## src/rtl/rtc_pkg.sv

```systemverilog
// ----------------------------------------------------------------------------
// rtc_pkg: shared types and constants for ring index to colatitude
// Holds the register codes, the control bundle that travels along the
// pipeline, fixed widths and the arctangent table builder.
// ----------------------------------------------------------------------------
package rtc_pkg;

    localparam int RES_W               = 14;
    localparam int RINGS_W             = 15;
    localparam int ANGLE_W             = 32;
    localparam int WORK_W              = 64;
    localparam int WORK_BITS           = 62;
    localparam int ANGLE_FRACTION_BITS = 30;
    localparam int MAX_RESOLUTION      = 8192;
    localparam int NORM_STEPS          = 5;
    localparam int SQRT_STEPS          = 32;
    localparam int CORDIC_STEPS        = 62;
    localparam int ROOT_SHIFT          = 28;

    localparam logic [WORK_W-1:0] PI_WORK         = 64'hC90FDAA22168C235;
    localparam logic [WORK_W-1:0] QUARTER_PI_WORK = 64'h3243F6A8885A308D;

    // Configuration register codes.
    typedef enum logic
    {
        REG_RESOLUTION  = 1'b0,
        REG_TOTAL_RINGS = 1'b1
    } rtc_reg_t;

    // Control bundle that moves along with each request.
    typedef struct packed
    {
        logic valid;
        logic err;
        logic mirror;
    } rtc_ctl_t;

    // Floor of 2^e / d by restoring long division, for table building only.
    function automatic logic [WORK_W-1:0] pow2_div(input int e, input int d);
        logic [WORK_W-1:0] q;
        logic [7:0]        rem;
        int                b;
        q   = '0;
        rem = '0;
        for (b = WORK_W - 1; b >= 0; b--)
        begin
            rem = {rem[6:0], (b == e)};
            if (rem >= 8'(d))
            begin
                rem  = rem - 8'(d);
                q[b] = 1'b1;
            end
        end
        return q;
    endfunction

    // atan(2^-i) in units of 2^-62 rad from the alternating series.
    function automatic logic [WORK_W-1:0] atan_entry(input int i);
        logic [WORK_W-1:0] sum;
        int                k;
        int                e;
        sum = '0;
        if (i == 0)
        begin
            return QUARTER_PI_WORK;
        end
        for (k = 0; k < 32; k++)
        begin
            e = 64 - i * (2 * k + 1);
            if (e > 0)
            begin
                if (k % 2 == 1)
                begin
                    sum = sum - pow2_div(e, 2 * k + 1);
                end
                else
                begin
                    sum = sum + pow2_div(e, 2 * k + 1);
                end
            end
        end
        return (sum + 64'd2) >> 2;
    endfunction

endpackage

```

## src/rtl/rtc_norm_cell.sv

```systemverilog
// ----------------------------------------------------------------------------
// rtc_norm_cell: one normalization step
// Shifts both operands left by a fixed even amount when the result still
// stays below 2^62, so that a row of these cells lands the larger one in
// [2^60, 2^62).
// ----------------------------------------------------------------------------
module rtc_norm_cell
    import rtc_pkg::*;
#(
    parameter int SHIFT = 2
)
(
    input  logic              clk,
    input  logic              rst_n,
    input  rtc_ctl_t          ctl_in,
    input  logic [WORK_W-1:0] a_in,
    input  logic [WORK_W-1:0] b_in,
    output rtc_ctl_t          ctl_out,
    output logic [WORK_W-1:0] a_out,
    output logic [WORK_W-1:0] b_out
);

    localparam logic [WORK_W-1:0] LIMIT = 64'(1) << (WORK_BITS - SHIFT);

    rtc_ctl_t          ctl_reg;
    logic [WORK_W-1:0] a_reg;
    logic [WORK_W-1:0] b_reg;
    logic [WORK_W-1:0] a_next;
    logic [WORK_W-1:0] b_next;

    // Shift both when neither would reach 2^62.
    always_comb
    begin
        if (a_in < LIMIT && b_in < LIMIT)
        begin
            a_next = a_in << SHIFT;
            b_next = b_in << SHIFT;
        end
        else
        begin
            a_next = a_in;
            b_next = b_in;
        end
    end

    always_ff @(posedge clk or negedge rst_n)
    begin
        if (!rst_n)
        begin
            ctl_reg <= '0;
        end
        else
        begin
            ctl_reg <= ctl_in;
        end
    end

    always_ff @(posedge clk)
    begin
        a_reg <= a_next;
        b_reg <= b_next;
    end

    assign ctl_out = ctl_reg;
    assign a_out   = a_reg;
    assign b_out   = b_reg;

endmodule

```

## config.mk

```make
export PLATFORM = sky130hd
export DESIGN_NAME = rtc_norm_cell
export DESIGN_NICKNAME = d
export VERILOG_FILES = /design/src/rtl/rtc_pkg.sv /design/src/rtl/rtc_norm_cell.sv
export SDC_FILE = /design/constraint.sdc
export NUM_CORES = 1
export LEC_CHECK = 0
export BUFFER_PORTS_ARGS = -buffer_cell sky130_fd_sc_hd__buf_2
export CAP_MARGIN = 25
export CORE_MARGIN = 10
export CORE_UTILIZATION = 44
export CTS_CLUSTER_SIZE = 10
export DETAILED_ROUTE_END_ITERATION = 10
export PLACE_DENSITY = 0.84
export REMOVE_ABC_BUFFERS = 1
export SYNTH_ARGS = -nofsm -noshare
export SYNTH_HDL_FRONTEND = slang
export SYNTH_SLANG_ARGS = --single-unit
```

## constraint.sdc

```tcl
create_clock -name clk -period 0.8 [get_ports clk]
set_input_delay 0.24 -clock clk [delete_from_list [all_inputs] [get_ports clk]]
set_output_delay 0.24 -clock clk [all_outputs]
set_load 0.005 [all_outputs]
```

## After elaboration in Yosys (flattened, before gate mapping)

Index checks and enable logic that the tools add are counted.

| word-level totals | value |
|---|---|
| bits of input ports | 133 |
| flip-flop bits (word level) | 131 |
| word-level logic and storage cells | 12 |
| output and inout port bits | 131 |

| cells by class | value |
|---|---|
| multiplexer cells | 2 |
| order comparisons | 2 |
| reduce and logical (&&, ||, !) cells | 1 |

Operators with widths:

| kind | number |
|---|---|
| 64-bit by 61-bit < comparator with 1-bit output (second input constant) | 2 |
| 64-bit two-way mux | 2 |
| 1-bit logical AND | 1 |

## Longest topological paths before layout

Gate-level depths: netlist of the first run.

| logic depth | value |
|---|---|
| word-level depth | 3 |
| gate-level depth with buffers | 5 |
| gate-level depth less buffers | 3 |

## Worst setup path after synthesis of the first run

OpenSTA, ideal clock, no wires.

| path | value |
|---|---|
| path kind | input-to-reg |
| start | in a_in[60] |
| end | reg b_reg[54], in the netlist b_out[54] |
| setup time | 0.123 ns |
| buffers on the path | 2 |
| path slack | -0.643 ns |
| data required time | 0.677 ns |
| arrival | 1.320 ns |
| cell stages on the path | 5 |
| cell sequence | nor4_2 > and2_4 > buf_12 > buf_8 > mux2_1 |

| on the way | value |
|---|---|
| cells in the longest elaborated chain, start to end | 3 |

Ends and longest elaborated chain:

| item | RTL line | RTL |
|---|---|---|
| from (decl) | rtc_norm_cell.sv:16 | `input logic [WORK_W-1:0] a_in,` |
| 64-bit by 61-bit < comparator with 1-bit output | rtc_norm_cell.sv:34 | `if (a_in < LIMIT && b_in < LIMIT)` |
| 1-bit logical AND | rtc_norm_cell.sv:34 |  |
| 64-bit two-way mux | rtc_norm_cell.sv:34 |  |
| net b_next[54] | rtc_norm_cell.sv:29 | `logic [WORK_W-1:0] b_next;` |
| to (signal assigned) | rtc_norm_cell.sv:61 | `b_reg <= b_next;` |
| to (decl) | rtc_norm_cell.sv:27 | `logic [WORK_W-1:0] b_reg;` |

The timed path passes the listed nets, and every way through them passes these cells.
A chain may end at the register's enable or synchronous reset.

## Worst setup path in the final report of the first run

| path | value |
|---|---|
| start | reg ctl_reg (netlist bit ctl_out[0]) |
| end | out ctl_out[0] (netlist bit) |

RTL lines:

| item | RTL line | RTL |
|---|---|---|
| from (decl) | rtc_norm_cell.sv:25 | `rtc_ctl_t ctl_reg;` |
| from (signal assigned) | rtc_norm_cell.sv:54 | `ctl_reg <= ctl_in;` |
| to (decl) | rtc_norm_cell.sv:18 | `output rtc_ctl_t ctl_out,` |

No word-level cell between the ends.

==> results.toml, run 1 <==
[outcome]
run_status = "finished, violations left"
violations = "setup timing"

[yosys]
synth_edf_count = 0
synth.distinct_cells = 14
syn_area_mm2 = 0.00462
ys.flop_type = "dfxtp_1"
synthAdderAreaFrac_pct = 0
synth_mux_area_share_pct = 35.6
yosysTopAreaCell = "dfxtp_1"
syn_inst = 276
synth_compound_area_share_pct = 0.650
ys_warn_count = 0
async_reset_ff_share_pct = 2.29
synth.top_cell.area_share_pct = 55.5
ys_top_cells_by_area = "dfxtp_1, mux2_4, mux2_2"
yosysMostFrequentCell = "dfxtp_1"
ys_seq_area_share_pct = 57.1
ys_ff_latch = 131
synth_top_family_by_area = "multiplexers"
synth_simple_gate_area_share_pct = 1.35
yosys-top-cells-count = "dfxtp_1, mux2_4, mux2_2, buf_12, mux2_1"
synth_xor_area_share_pct = 0
synth_area_per_cell_um2 = 16.7

[final_layout]
final_core_util_pct = 85.2
final_cells = 847
drive_above_1_share_pct = 71.5
nFillCells = 460
syn_to_final_growth_pct = 89.7
fin_nets = 830
final_area_mm2 = 0.00876

[clock_tree]
clk_path_buf_depth = 2
numCtsBuffers = 17
clockRootBuffer = "clkbuf_8"
cts_tree = "yes"
h-tree-depth = 4
path_clk_slew_ns = 0.06
cts.sinks = 131

[drt]
routed_wirelength_mm = 19.3
ant_nets = 0
drt-wirelength-per-cell_um = 22.8
drt-initial-drc-count = 183
drt-pass1-iter-count = 7
viasPerCell = 4.70
vias = 3983
drc = 0

[timing]
max_slew_margin_pct = 80.8
period_share_pct = 158
rsz0062_at_grt = "yes"
tightestPinTransition_ns = 0.288
setup_ws_ns = -0.460
hold_viol_final = 0
holdWs_ns = 0.0524
slew_viol_final = 0
setup_violations = 250
tns_ns = -85.17
fmax_mhz = 794
finalCriticalPeriod_ns = 1.26

[placed_design]
gp_congestion = 0.845
placed_cells = 668
placed_area_mm2 = 0.00597
dp_worst_setup_slack_ns = -1.01
dp_hpwl_mm = 10.7
port_buffers = 263

[critical_path]
worstSetupEndpointType = "primary output"
cpLargestDelayFamily = "flip-flops"
critPathLaunchType = "register"
crit_path_top_delay_cell = "dfrtp_1"
crit_arrival_ns = 1.02
path_depth = 1
critPathMaxFanout = 1
crit_path_max_incr_delay_ns = 0.37
worst_ep_required_time_ns = 0.56
path_class = "reg -> out"
path_buf_inv = 1
path_cells = "buf_2"

[grt]
grt-ovfl-total = 0
grt_pass1_vias = 4689
antenna_found_initial = 1
grt_pass1_wl_mm = 26.6
grt_max_degree = 17
grt_usage_pct = 23.4

[die]
start_util_pct = 44.9
core_area_mm2 = 0.0103
num_rows = 37
dieArea_mm2 = 0.0150
ios = 264
die_x_um = 122
die_h_um = 122

[power]
finalPower_mw = 16.2
ir_drop_mv = 1.27
leakagePower_nw = 4.12
power_density_mw_per_mm2 = 1850

[job]
maxCapViolations = 0

[hold_path]
hold_path.class = "in -> async"
[worst paths after layout]
check,end,start,slack [ns]
max,ctl_out[0],ctl_out[0],-0.46
min,ctl_out[2],rst_n,0.05
max in group asynchronous,ctl_out[1],rst_n,0.63
min in group clk,a_out[60],a_in[60],0.06
[metal layers]
| layer | wire length, um | global-route usage, % | vias to the layer above |
|---|---|---|---|
| met3 | 1410 | 7.85 | 47 |
| met2 | 10900 | 44.6 | 215 |
| met5 | 0 | 0 | - |
| met4 | 680 | 12.0 | 0 |
| met1 | 6270 | 21.5 | 1915 |
| li1 | - | - | 1806 |
[repair_timing]
action / CTS / global route
pin swaps: 2 / 4
endpoints found under the setup margin: 251 / 251
hold buffers: 129 / 0
resized for setup: 95 / 107
cloned: 11 / 0
endpoints found under the hold margin: 134 / 0
buffers inserted: 12 / 4
[cell usage in the layout (no fill, tap or decap)]
cell	instances
buf_2	200
dlygate4sd3_1	129
mux2_4	116
dfxtp_2	69
buf_6	65
dfxtp_1	59
clkbuf_16	16
buf_12	10
buf_8	7
clkinvlp_4	5
buf_16	5
a21o_1	4
and2_1	4
clkbuf_8	4
clkinv_2	4
dfrtp_1	3
buf_4	3
diode_2	2
nor4_4	2
clkbuf_1	2
and2_4	1
nand2_1	1
[kinds of logic after synthesis]
| group | after synthesis |
|---|---|
| AOI/OAI and AO/OA | 4 |
| buffers and inverters | 17 |
| DFF | 131 |
| muxes | 116 |
| and+or+nand+nor | 8 |
[area by class of cell]
type	instances	area, um^2	area share (%)
timing repair buffer	419	3490	39.8
multi-input combinational	128	1850	21.1
clock buffer	22	463	5.28
antenna	2	5.00	0.0571
tap	136	170	1.94
clock inverter	9	57.6	0.657
sequential	131	2720	31.1
[power by group]
group	switching [mW]	internal [mW]
Clock	2.83	4.01
Combinational	0.740	1.50
Sequential	0.159	6.93
[flip-flops by register name, summed over array words and instances, names as in the netlist]
signal / cells
ctl_out: 3
a_out: 64
b_out: 64
No activity file was read; power rests on OpenSTA's default activity.
==> inputs of run 2 (changes only) <==
--- a/config.mk
+++ b/config.mk
@@ -11,6 +11,7 @@
 export CORE_UTILIZATION = 44
 export CTS_CLUSTER_SIZE = 10
 export DETAILED_ROUTE_END_ITERATION = 10
+export GPL_TIMING_DRIVEN = 0
 export PLACE_DENSITY = 0.84
 export REMOVE_ABC_BUFFERS = 1
 export SYNTH_ARGS = -nofsm -noshare
==> run 2 against run 1 <==
Effect of this change:
- the flow still finishes with violations (setup timing)
- non-clock buffer count is 7 higher
- maximum frequency is 1.7% lower
- routed wire length is 11% higher
- worst hold slack better by 0.0085 ns
- global-route usage is 1.8 points higher
- clock-buffer cell count is 3 lower
- setup slack worse by 0.022 ns
- die area stayed put
- design area is 3.4% higher
- critical path type unchanged
- largest cell class unchanged
==> results.toml, run 2 (synthesis gave the netlist of run 1 again) <==
[outcome]
run_status = "finished, violations left"
violations = "setup timing"

[power]
power_density_mw_per_mm2 = 1970
ir_drop_mv = 1.35
finalPower_mw = 17.9
leakagePower_nw = 4.27

[timing]
fmax_mhz = 780
setup_violations = 254
tns_ns = -94.98
finalCriticalPeriod_ns = 1.28
slew_viol_final = 0
period_share_pct = 160
tightestPinTransition_ns = 0.279
max_slew_margin_pct = 81.3
rsz0062_at_grt = "yes"
hold_viol_final = 0
holdWs_ns = 0.0609
setup_ws_ns = -0.482

[final_layout]
final_common_cell = "buf_2"
mostFrequentLayoutCells = "buf_2, dlygate4sd3_1, mux2_4, buf_6, dfxtp_2"
final_area_mm2 = 0.00906
fin_nets = 839
drive_above_1_share_pct = 72.9
syn_to_final_growth_pct = 96.2
final_cells = 861

[critical_path]
crit_arrival_ns = 1.04
crit_path_top_delay_cell = "dfrtp_1"
worstSetupEndpointType = "primary output"
path_cells = "buf_2"
critPathLaunchType = "register"
path_depth = 1
path_class = "reg -> out"
path_buf_inv = 1
cpLargestDelayFamily = "flip-flops"
critPathMaxFanout = 1
crit_path_max_incr_delay_ns = 0.40
worst_ep_required_time_ns = 0.56

[grt]
grt_usage_pct = 25.2
grt_max_degree = 17
grt_pass1_wl_mm = 28.4
antenna_found_initial = 5
grt_pass1_vias = 4922
grt-ovfl-total = 0

[placed_design]
placed_cells = 660
gp_congestion = 0.835
port_buffers = 263
dp_hpwl_mm = 10.4
placed_area_mm2 = 0.00592

[job]
maxCapViolations = 0

[die]
num_rows = 37
die_h_um = 122
ios = 264
start_util_pct = 44.9
dieArea_mm2 = 0.0150
die_x_um = 122
core_area_mm2 = 0.0103

[clock_tree]
numCtsBuffers = 17
h-tree-depth = 4
clk_path_buf_depth = 2
path_clk_slew_ns = 0.06
cts.sinks = 131
clockRootBuffer = "clkbuf_8"
cts_tree = "yes"

[hold_path]
hold_path.class = "in -> async"

[drt]
drt-wirelength-per-cell_um = 24.8
drt-initial-drc-count = 265
vias = 4169
routed_wirelength_mm = 21.4
drt-pass1-iter-count = 4
drc = 0
ant_nets = 0
viasPerCell = 4.84
[run 2: layout make-up]
type,count,area [um^2]
Antenna cell,6,15.0
Tap cell,136,170
Clock inverter,13,208
Multi-Input combinational cell,130,1880
Sequential cell,131,2730
Clock buffer,19,432
Timing Repair Buffer,426,3620
Fill cell,436,1220
[run 2: final timing paths]
kind	slack, ns	endpoint	from
min	0.06	ctl_out[0]	rst_n
max	-0.48	ctl_out[1]	ctl_out[1]
min in group clk	0.25	b_out[1]	a_in[63]
max in group asynchronous	0.62	ctl_out[2]	rst_n
[run 2: metal layers]
metal	GRT usage (%)	routed length, um	share of wire [%]	vias up
met1	22.7	7210	34	2022
met5	0	0	0	-
li1	-	-	-	1839
met3	8.40	1480	6.9	61
met2	48.3	11800	55	247
met4	13.6	898	4.2	0
[run 2: through the flow]
step / worst slack [ns] / utilization, %
after floorplan: -1.56 / -
after global placement: -2.14 / 57.0
after detailed placement: -1.36 / 57.6
after CTS: -0.504 / 85.2
after global routing: -0.518 / 88.1
final: -0.482 / 88.2
[run 2: timing repair]
item,in CTS,in global routing
hold endpoints to repair,134,0
hold buffers,132,0
pin swaps,7,5
resized for setup,80,151
cloned,15,1
setup endpoints to repair,251,255
setup buffers,24,6
[run 2: report_power, final]
group	switching [mW]	leakage, nW	internal [mW]
registers	0.171	1.12	6.94
clock network	2.95	0.312	5.46
logic	0.789	2.84	1.55
total	3.91	4.27	13.9
